[src/rtl/assert_macros.svh]
// Assertion macros shared by the allocator RTL.
`ifndef ASSERT_MACROS_SVH
`define ASSERT_MACROS_SVH

// Property must hold at every clock edge outside reset.
`define ASSERT_CLKED(lbl, clk_sig, rstn_sig, prop, msg) \
    lbl: assert property (@(posedge clk_sig) disable iff (!rstn_sig) prop) else $error(msg);

// Expression must never be true at a clock edge outside reset.
`define ASSERT_NEVER(lbl, clk_sig, rstn_sig, expr, msg) \
    lbl: assert property (@(posedge clk_sig) disable iff (!rstn_sig) !(expr)) else $error(msg);

`endif

[src/rtl/bpfa_pkg.sv]
// Shared constants, codes and control types for the bitmap page frame allocator.
`default_nettype none

package bpfa_pkg;

    // Sizing
    localparam int MAP_WORDS_DEF = 128;
    localparam int WORD_BITS     = 32;
    localparam int BLOCK_SHIFT   = 12;          // 4096-byte blocks
    localparam int OP_W          = 2;
    localparam int ADDR_W        = 32;
    localparam int STATUS_W      = 2;
    localparam int FREE_W        = 25;
    localparam int RSV_W         = 13;
    localparam int BNUM_W        = ADDR_W - BLOCK_SHIFT;
    localparam int CFG_IDX_W     = 1;
    localparam int CFG_DATA_W    = 32;
    localparam int S_DATA_W      = 40;
    localparam int M_DATA_W      = 64;

    // Operation codes
    localparam logic [OP_W-1:0] OP_ALLOC = 2'd0;
    localparam logic [OP_W-1:0] OP_FREE  = 2'd1;
    localparam logic [OP_W-1:0] OP_INIT  = 2'd2;
    localparam logic [OP_W-1:0] OP_NOP   = 2'd3;

    // Result status codes
    localparam logic [STATUS_W-1:0] STAT_DONE    = 2'd0;
    localparam logic [STATUS_W-1:0] STAT_NO_MEM  = 2'd1;
    localparam logic [STATUS_W-1:0] STAT_IGNORED = 2'd2;

    // Configuration register indexes
    localparam logic [CFG_IDX_W-1:0] CFG_MEMORY_BYTES = 1'd0;
    localparam logic [CFG_IDX_W-1:0] CFG_RESERVED_LOW = 1'd1;

    // Configuration reset values
    localparam logic [ADDR_W-1:0] MEMORY_BYTES_RST = 32'd16777216;
    localparam logic [RSV_W-1:0]  RESERVED_RST     = 13'd256;

    // Controller to datapath commands
    typedef struct packed {
        logic accept;
        logic read;
        logic init_start;
        logic init_step;
        logic modify;
        logic load_out;
    } bpfa_cmd_t;

    // Datapath to controller status
    typedef struct packed {
        logic is_init;
        logic init_last;
        logic out_free;
    } bpfa_stat_t;

endpackage

`default_nettype wire

[src/rtl/bpfa_ctrl.sv]
// Sequencing state machine of the allocator.
`default_nettype none

`include "assert_macros.svh"

module bpfa_ctrl
    import bpfa_pkg::*;
(
    input  wire logic       clk,
    input  wire logic       rst_n,
    input  wire logic       in_valid,
    output logic            in_ready,
    input  wire bpfa_stat_t stat,
    output bpfa_cmd_t       cmd
);

    localparam logic [2:0] ST_IDLE = 3'd0;
    localparam logic [2:0] ST_READ = 3'd1;
    localparam logic [2:0] ST_INIT = 3'd2;
    localparam logic [2:0] ST_MOD  = 3'd3;
    localparam logic [2:0] ST_DONE = 3'd4;

    logic [2:0] state_reg;
    logic [2:0] state_next;

    // Next state and commands
    always_comb
    begin
        state_next = state_reg;
        cmd        = '0;
        in_ready   = 1'b0;
        case (state_reg)
            ST_IDLE:
            begin
                in_ready = 1'b1;
                if (in_valid)
                begin
                    cmd.accept = 1'b1;
                    state_next = ST_READ;
                end
            end
            ST_READ:
            begin
                cmd.read       = 1'b1;
                cmd.init_start = stat.is_init;
                state_next     = stat.is_init ? ST_INIT : ST_MOD;
            end
            ST_INIT:
            begin
                cmd.init_step = 1'b1;
                if (stat.init_last)
                begin
                    state_next = ST_DONE;
                end
            end
            ST_MOD:
            begin
                cmd.modify = 1'b1;
                state_next = ST_DONE;
            end
            ST_DONE:
            begin
                if (stat.out_free)
                begin
                    cmd.load_out = 1'b1;
                    state_next   = ST_IDLE;
                end
            end
            default:
            begin
                state_next = ST_IDLE;
            end
        endcase
    end

    // State register
    always_ff @(posedge clk or negedge rst_n)
    begin
        if (!rst_n)
        begin
            state_reg <= ST_IDLE;
        end
        else
        begin
            state_reg <= state_next;
        end
    end

    `ASSERT_CLKED(a_accept_to_read, clk, rst_n, cmd.accept |=> state_reg == ST_READ, "accept must start a read")
    `ASSERT_CLKED(a_mod_to_done, clk, rst_n, state_reg == ST_MOD |=> state_reg == ST_DONE, "modify must end in done")

endmodule

`default_nettype wire

[config.mk]
export PLATFORM = sky130hd
export DESIGN_NAME = bpfa_ctrl
export DESIGN_NICKNAME = d
export VERILOG_FILES = /design/src/rtl/bpfa_pkg.sv /design/src/rtl/bpfa_ctrl.sv
export VERILOG_INCLUDE_DIRS = /design/src /design/src/rtl
export SDC_FILE = /design/constraint.sdc
export NUM_CORES = 1
export LEC_CHECK = 0
export ABC_AREA = 1
export BUFFER_PORTS_ARGS = -buffer_cell sky130_fd_sc_hd__buf_4
export CORE_AREA = 2 2 39 41
export DETAILED_ROUTE_END_ITERATION = 8
export DIE_AREA = 0 0 41 43
export PLACE_DENSITY_LB_ADDON = 0.1
export SETUP_SLACK_MARGIN = 0.2
export SYNTH_ARGS = -nofsm -noshare
export SYNTH_HDL_FRONTEND = slang
export SYNTH_SLANG_ARGS = --single-unit
[constraint.sdc]
create_clock -name clk -period 1.2 [get_ports clk]
set_clock_uncertainty 0.1 [all_clocks]
set_input_delay 0.06 -clock clk [delete_from_list [all_inputs] [get_ports clk]]
set_output_delay 0.06 -clock clk [all_outputs]
set_load 0.005 [all_outputs]
### Yosys cells after proc, flatten, opt, wreduce, memory -nomap -nowiden

Index checks and enable logic that the tools add are counted.

* register bits: 3
* bits of input ports: 6
* output and inout bits: 7
* logic and storage cells: 23

* equal/unequal tests: 7
* mux-type cells: 13
* reductions and logical operators: 2

Operator list (number)
* one-hot mux 3 bit (5 select lines): 1
* 2-to-1 mux 3 bit: 3
* 2-to-1 mux 1 bit: 8
* == test 3 x 2 -> 1 bit (second input constant): 2
* != test 2 bit (second input constant): 3
* == test 3 x 1 -> 1 bit (second input constant): 1
* == test 3 bit (second input constant): 1
* logical NOT 3 bit: 1
* AND reduction 3 bit: 1
* 2-to-1 mux 2 bit: 1

### Longest topological paths before layout

Gate-level depths: netlist (run 1).

* depth in word-level cells: 3
* gate-level depth with buffers: 5
* gate-level depth less buffers: 5

### Worst setup path after synthesis (run 1)

OpenSTA, ideal clock, no wires.

* kind: flip-flop to flip-flop
* start: register state_reg[2]
* end: register state_reg[2]
* setup time: 124 ps
* arrival: 746 ps
* data required time: 976 ps
* path slack: 231 ps
* stages on the path, launching flop included: 5
* path buffers: 0
* clock period less this slack: 969 ps
* path through: dfrtp_1 -> nor2_2 -> nand3_2 -> nand2_2 -> o21bai_2

* cells in the longest elaborated chain, start to end: 3
* elaborated cells on any way between the ends: 10
* classes of those cells: eq/ne (7); mux (1); reduce/logical (2)

Ends and longest elaborated chain
* start, declared: line bpfa_ctrl.sv:23 `logic [2:0] state_reg;`
* start signal, assigned: line bpfa_ctrl.sv:85 `state_reg <= state_next;`
* == test 3 x 2 -> 1 bit (tied with other cells): line bpfa_ctrl.sv:32 `case (state_reg)`
* != test 2 bit (no line)
* AND reduction 3 bit (no line)

Parallel ways exist; a longest one is shown, timed or not.
A chain may end at the register's enable or synchronous reset.

==> impl_summary.log, run 1 <==
INFO  metric outcome = complete, but fails checks
INFO  metric violations_in_the_final_reports = negative setup slack
INFO  metric placement.io_buffers = 12
INFO  metric syn_to_final_growth = 117%
INFO  metric cts.path.max_buffers = 2
INFO  metric seq_power_share = 16.9%
INFO  metric drc_errors = 0
INFO  metric vdd.ir_drop.worst = 1.04 mV
INFO  metric synth_sequential_area_ratio = 33.1%
INFO  metric worst-slew-pin-transition = 0.171 ns
INFO  metric worst-setup-path-type = flip-flop to output port
INFO  metric clk_transition_reported_paths = 0.04 ns
INFO  metric synthDistinctLibCells = 12
INFO  metric min_period_over_period = 103%
INFO  metric switchingPower = between 0.4 and 0.5 mW
INFO  metric die_w = between 40 and 50 um
INFO  metric post_route_cells_drive_above_1_share = 66.1%
INFO  metric power_density = 2400 nW/um2
INFO  metric postSynthCellCount = 34
INFO  metric globalRouteOverflowTotal = 0
INFO  metric slew_viol_final = 0
INFO  metric initial_antenna_violation_count = 0
INFO  metric nNetsFinal = 66
INFO  metric share_clk_of_total_power = approximately 15%
INFO  metric gr_util_all_layers = 9.16%
INFO  metric clockRootBuffer = sky130_fd_sc_hd__clkbuf_4
INFO  metric setup_viol_count_final = 7
INFO  metric timing.critical_path.cells = nor2_4 > nand2_2 > nor2_2 > buf_4
INFO  metric register_to_register_setup_slack = -0.03 ns
INFO  metric floorplan.io_pins = 13
INFO  metric avgSynthCellArea = 6.66 um2
INFO  metric floorplan.die_area = 1760 um2
INFO  metric viasPerCell = 3.72
INFO  metric layout.filler_cells = 145
INFO  metric ys_seq_elements = 3
INFO  metric clkLatencyLatePin = 0.24 ns
INFO  metric total_detailed_routing_wirelength = just under 700 um
INFO  metric final_core_utilization = 35.5%
INFO  metric worstRegToRegCells = 6
INFO  metric holdCritPathClass = input pin to asynchronous set/reset pin
INFO  metric max_clock_freq = 0.806 GHz
INFO  metric cp_max_fo = 3
INFO  metric cts.sink_count = 3
INFO  metric power_frac_comb = 68.0%
INFO  metric switching_share = 39.4%
INFO  metric p_leak = 0.278 nW
INFO  metric total_standard_cell_area_after_synthesis = 226 um2
INFO  metric finalHoldViolCount = 0
INFO  metric hpwlAfterDp = 402 um
INFO  metric finalNonFillerCells = 75
INFO  metric grt_start_max_net_pins = 6
INFO  metric unrepaired_setup_endpoints_after_global_routing = true
INFO  metric timing.critical_path.slowest_stage_cell = sky130_fd_sc_hd__dfrtp_1
INFO  metric maxCapViolCount = 0
INFO  metric cts_inserted_buffers = 3
INFO  metric post_place_cells = 61
INFO  metric core.rowCount = 14
INFO  metric core = 1380 um2
INFO  metric route.detailed.wl_per_inst = ~9 um
INFO  metric gp_congestion = ~0.73
INFO  metric htree_num_levels = 1
INFO  metric timing.critical_path.from_type = flip-flop
INFO  metric first_global_vias = 252
INFO  metric largest_reg_flops = 3
INFO  metric post-route-min-period = between 1 and 1.5 ns
INFO  metric tritoncts = built
INFO  metric dr_total_vias = 279
INFO  metric fp.dieH = 43 um
INFO  metric relSlewSlack = roughly nine tenths
INFO  metric drtAntennaViolNets = 0
INFO  metric drt-pass1-iter-count = 1
INFO  metric initial_utilization = approximately 16%
INFO  metric cp_data_arrival_time = 1.08 ns
INFO  metric postSynthNetCount = 40
INFO  metric grt_first_pass_wirelength = about 1100 um
INFO  metric cp_max_stage_delay = 0.41 ns
INFO  metric num_antenna_cells = 0
INFO  metric slack_of_the_critical_path = -0.0404 ns
INFO  metric internal-power = 0.715 mW
INFO  metric drt_iter0_markers = 0
INFO  metric worst_setup_path_end_kind = output port
INFO  metric yosysWarnings = 0
INFO  metric timing.critical_path.required = 1.04 ns
-- worst max-delay path, delay by kind of cell (launching register included) --
kind / cells / cell delay (ns)
buf+inv: 1 / 0.11
flops: 1 / 0.41
simple gates: 3 / 0.33
-- per-layer routing --
| metal | up-vias | global-route usage (%) | wire length, um |
|---|---|---|---|
| li1 | 147 | - | - |
| met1 | 124 | 11.4 | 247 |
| met2 | 8 | 11.9 | 368 |
| met3 | 0 | 6.28 | 56 |
| met4 | 0 | 4.00 | 0 |
| met5 | - | 0 | 0 |
-- cells by family (layout without fill, tap and decap cells) --
| logic type | after synthesis | in the layout | synth area share (%) |
|---|---|---|---|
| AND/OR/NAND/NOR | 18 | 18 | 39.8 |
| buffers and inverters | 11 | 36 | 19.9 |
| flip-flops | 3 | 3 | 33.1 |
| AO/OA/AOI/OAI | 2 | 2 | 7.18 |
-- cell usage in the layout, fill, tap and decap left out --
| master | count |
|---|---|
| sky130_fd_sc_hd__buf_4 | 18 |
| sky130_fd_sc_hd__inv_1 | 6 |
| sky130_fd_sc_hd__nor2_1 | 5 |
| sky130_fd_sc_hd__inv_2 | 4 |
| sky130_fd_sc_hd__nor2_2 | 3 |
| sky130_fd_sc_hd__clkbuf_4 | 3 |
| sky130_fd_sc_hd__buf_6 | 3 |
| sky130_fd_sc_hd__dfrtp_1 | 3 |
| sky130_fd_sc_hd__nand2_2 | 2 |
| sky130_fd_sc_hd__nand2_1 | 2 |
| sky130_fd_sc_hd__nand3_4 | 2 |
| sky130_fd_sc_hd__nor2_4 | 1 |
| sky130_fd_sc_hd__o21ai_0 | 1 |
| sky130_fd_sc_hd__nand3_1 | 1 |
| sky130_fd_sc_hd__nand3_2 | 1 |
| sky130_fd_sc_hd__nand2_4 | 1 |
| sky130_fd_sc_hd__o21bai_4 | 1 |
| sky130_fd_sc_hd__clkbuf_1 | 1 |
| sky130_fd_sc_hd__dlygate4sd3_1 | 1 |
-- layout make-up --
| cell class | count | area (um2) | area share, % |
|---|---|---|---|
| inverters | 10 | 37.5 | 7.63 |
| clock buffers | 4 | 26.3 | 5.34 |
| flip-flops and latches | 3 | 75.1 | 15.3 |
| multi-input cells | 20 | 154 | 31.3 |
| well taps | 16 | 20.0 | 4.07 |
| repair buffers | 22 | 179 | 36.4 |
-- per-stage QoR --
step	setup WS, ns	total power [mW]	hold slack [ns]	setup TNS, ns	area [um2]
floorplan	0.231	0.456	-0.336	0	226
global placement	0.132	0.623	-0.251	0	329
detailed placement	0.122	0.617	-0.248	0	329
CTS	-0.0646	1.01	0.0349	-0.276	433
global route	-0.143	1.28	0.0426	-0.878	492
finish	-0.0404	1.18	0.0438	-0.182	492
-- cell usage after synthesis (all sizes together) --
library cell / instances / area (um2)
o21bai: 1 / 11.3
buf: 1 / 7.51
nor2: 9 / 38.8
nand2: 5 / 21.3
inv: 10 / 37.5
o21ai: 1 / 5.00
nand3: 4 / 30.0
dfrtp: 3 / 75.1
-- final timing paths --
check                                               from                  endpoint
worst min register to register  state_reg[0]$_DFFE_PN0P_  state_reg[1]$_DFFE_PN0P_
worst min-delay path                               rst_n  state_reg[0]$_DFFE_PN0P_
max in group asynchronous                          rst_n  state_reg[1]$_DFFE_PN0P_
worst max register to register  state_reg[1]$_DFFE_PN0P_  state_reg[2]$_DFFE_PN0P_
worst max-delay path            state_reg[1]$_DFFE_PN0P_                    cmd[3]
min in group clk                                 stat[1]  state_reg[1]$_DFFE_PN0P_
-- what timing repair did --
action | CTS | global route
hold endpoints to repair | 3 | 0
hold buffers | 1 | 0
endpoints found under the setup margin | 9 | 10
resized for setup | 11 | 5
buffers inserted | 4 | 5
pin swaps | 8 | 6
-- power by group through the flow --
stage               registers, mW  clock network, mW  logic (mW)
finish                      0.199              0.179       0.802
global route                0.206              0.202       0.874
CTS                         0.199              0.187       0.623
detailed placement          0.191                  0       0.426
global placement            0.194                  0       0.428
floorplan                   0.183                  0       0.273
Power figures use the tool's default switching activity.
==> run 2: changes to the inputs <==
==> constraint.sdc (replaced) <==
create_clock -name clk -period 1.6 [get_ports clk]
set_clock_uncertainty 0.1 [all_clocks]
set_input_delay 0.16 -clock clk [delete_from_list [all_inputs] [get_ports clk]]
set_output_delay 0.16 -clock clk [all_outputs]
set_load 0.005 [all_outputs]
==> run 2 against run 1 <==
The flow now finishes without violations; non-clock buffer count down 9; total power down 49%; clock-buffer cell count unchanged; critical endpoint is now cmd[1].
==> impl_summary.log, run 2 (synthesis results as in run 1) <==
INFO  metric tritoncts = built (unchanged)
INFO  metric gr_util_all_layers = 6.95% (was 9.16%)
INFO  metric drtAntennaViolNets = 0 (unchanged)
INFO  metric core = 1380 um2 (unchanged)
INFO  metric viasPerCell = 3.64 (was 3.72)
INFO  metric fp.dieH = 43 um (unchanged)
INFO  metric most_frequent_standard_cell_in_the_layout_excluding_fill_and_tap_cells = sky130_fd_sc_hd__buf_4 (unchanged)
INFO  metric layout.cells.most_common_list = sky130_fd_sc_hd__buf_4, sky130_fd_sc_hd__inv_1, sky130_fd_sc_hd__nor2_1 (unchanged)
INFO  metric drt-pass1-iter-count = 1 (unchanged)
INFO  metric setup_tns = 0 ns (was -0.182 ns)
INFO  metric vdd.ir_drop.worst = 0.576 mV (was 1.04 mV)
INFO  metric slew_viol_final = 0 (unchanged)
INFO  metric cts.sink_count = 3 (unchanged)
INFO  metric clockRootBuffer = sky130_fd_sc_hd__clkbuf_4 (unchanged)
INFO  metric drt_iter0_markers = 0 (unchanged)
INFO  metric post_place_cells = 61 (unchanged)
INFO  metric nNetsFinal = 57 (was 66)
INFO  metric syn_to_final_growth = 64.1% (was 117%)
INFO  metric timing.critical_path.cells = inv_2 > nor2_2 > inv_2 > nor2_1 > buf_4 (was nor2_4 > nand2_2 > nor2_2 > buf_4)
INFO  metric worst-slew-pin-transition = 0.159 ns (was 0.171 ns)
INFO  metric finalHoldViolCount = 0 (unchanged)
INFO  metric power_frac_comb = 53.2% (was 68.0%)
INFO  metric hpwlAfterDp = 405 um (was 402 um)
INFO  metric holdCritPathClass = input pin to flip-flop (was input pin to asynchronous set/reset pin)
INFO  metric cp_max_stage_delay = 0.40 ns (was 0.41 ns)
INFO  metric worst_setup_path_end_kind = output port (unchanged)
INFO  metric relSlewSlack = 89.4% (was 88.6%)
INFO  metric grt_start_max_net_pins = 6 (unchanged)
INFO  metric max_clock_freq = 0.735 GHz
INFO  metric switching_share = 40.1% (was 39.4%)
INFO  metric internal-power = 0.364 mW (was 0.715 mW)
INFO  metric die_w = 41 um (unchanged)
INFO  metric post_cts_buffers = 0 (was 4)
INFO  metric route.detailed.wl_per_inst = 7.33 um (was 8.97 um)
INFO  metric htree_num_levels = 1 (unchanged)
INFO  metric maxCapViolCount = 0 (unchanged)
INFO  metric cp_data_arrival_time = 1.10 ns (was 1.08 ns)
INFO  metric hold_path_depth = 4
INFO  metric clk_transition_reported_paths = 0.04 ns (about the same)
INFO  metric worstRegToRegCells = 5 (was 6)
INFO  metric dr_total_vias = 240 (was 279)
INFO  metric timing.critical_path.mode_cell = sky130_fd_sc_hd__inv_2
INFO  metric clkLatencyLatePin = 0.23 ns (was 0.24 ns)
INFO  metric final_core_utilization = 26.9% (was 35.5%)
INFO  metric timing.critical_path.from_type = flip-flop (unchanged)
INFO  metric grt_first_pass_wirelength = 821 um (was 1060 um)
INFO  metric total_detailed_routing_wirelength = 484 um (was 673 um)
INFO  metric initial_utilization = 16.4% (unchanged)
INFO  metric hold-worst-slack = 0.124 ns (was 0.0438 ns)
INFO  metric globalRouteOverflowTotal = 0 (unchanged)
INFO  metric switchingPower = 0.244 mW (was 0.465 mW)
INFO  metric cts.path.max_buffers = 2 (unchanged)
INFO  metric floorplan.io_pins = 13 (unchanged)
INFO  metric timing.critical_path.slowest_stage_cell = sky130_fd_sc_hd__dfrtp_1 (unchanged)
INFO  metric cp_max_fo = 3 (unchanged)
INFO  metric detailed_place.area = 329 um2 (unchanged)
INFO  metric post_route_cells_drive_above_1_share = 50.0% (was 66.1%)
INFO  metric post-route-min-period = between 1 and 1.5 ns
INFO  metric first_global_vias = 228 (was 252)
INFO  metric initial_antenna_violation_count = 0 (unchanged)
INFO  metric placement.io_buffers = 12 (unchanged)
INFO  metric post-route-cell-area = 372 um2 (was 492 um2)
INFO  metric drc_errors = 0 (unchanged)
INFO  metric fin_total_pwr = 0.607 mW (was 1.18 mW)
INFO  metric seq_power_share = 25.0% (was 16.9%)
INFO  metric unrepaired_setup_endpoints_after_global_routing = true (unchanged)
INFO  metric preCtsSetupSlack = 0.448 ns (was 0.122 ns)
INFO  metric worst-setup-path-type = flip-flop to output port (unchanged)
INFO  metric slack_of_the_critical_path = 0.240 ns (was -0.0404 ns)
INFO  metric cts_inserted_buffers = 3 (unchanged)
INFO  metric timing.critical_path.required = 1.34 ns (was 1.04 ns)
INFO  metric outcome = finished clean (was complete, but fails checks)
INFO  metric min_period_over_period = about 85%
INFO  metric setup_viol_count_final = 0 (was 7)
INFO  metric p_leak = 0.226 nW (was 0.278 nW)
INFO  metric power_density = 1630 nW/um2 (was 2400 nW/um2)
INFO  metric floorplan.die_area = 1760 um2 (unchanged)
INFO  metric gp_congestion = 0.729 (was 0.727)
INFO  metric largest_reg_flops = 3 (unchanged)
INFO  metric num_antenna_cells = 0 (unchanged)
INFO  metric finalNonFillerCells = 66 (was 75)
INFO  metric share_clk_of_total_power = 21.8% (was 15.1%)
INFO  metric core.rowCount = 14 (unchanged)
==> run 2: repair_timing <==
item | in CTS | in global routing
hold buffers | 1 | 0
resized for setup | 1 | 3
hold endpoints to repair | 3 | 0
pin swaps | 0 | 1
endpoints found under the setup margin | 1 | 5
==> run 2: critical path, delay by kind of cell (launching register included) <==
family,cells,cell delay (ns)
buf+inv,3,0.22
simple gates,2,0.24
flops,1,0.40
==> run 2: metal layers <==
| metal | up-vias | GRT usage (%) | share of wire [%] |
|---|---|---|---|
| met3 | 0 | 1.57 | 6.2 |
| met4 | 0 | 6.00 | 0 |
| met1 | 105 | 7.47 | 39 |
| met2 | 5 | 10.6 | 54 |
| li1 | 130 | - | - |
| met5 | - | 0 | 0 |
==> run 2: power by group through the flow <==
stage,logic [mW],registers (mW),clock network (mW)
4_1_cts,0.327,0.148,0.142
2_1_floorplan,0.205,0.137,0
3_5_place_dp,0.319,0.143,0
6_report,0.323,0.152,0.133
5_1_grt,0.375,0.158,0.153
3_3_place_gp,0.321,0.146,0
==> run 2: final cells by class <==
class / count / area, um2
inverter: 10 / 37.5
sequential: 3 / 76.3
fill: 165 / 1010
timing repair buffer: 13 / 100
multi-input combinational: 20 / 111
clock buffer: 4 / 26.3
tap: 16 / 20.0
==> run 2: worst paths after layout <==
path	from	to	slack, ns
worst max-delay path	state_reg[1]$_DFFE_PN0P_	cmd[1]	0.24
worst min-delay path	stat[1]	state_reg[1]$_DFFE_PN0P_	0.12
worst max register to register	state_reg[1]$_DFFE_PN0P_	state_reg[2]$_DFFE_PN0P_	0.54
worst min register to register	state_reg[0]$_DFFE_PN0P_	state_reg[1]$_DFFE_PN0P_	0.52
max in group asynchronous	rst_n	state_reg[2]$_DFFE_PN0P_	1.15
min in group asynchronous	rst_n	state_reg[1]$_DFFE_PN0P_	0.15
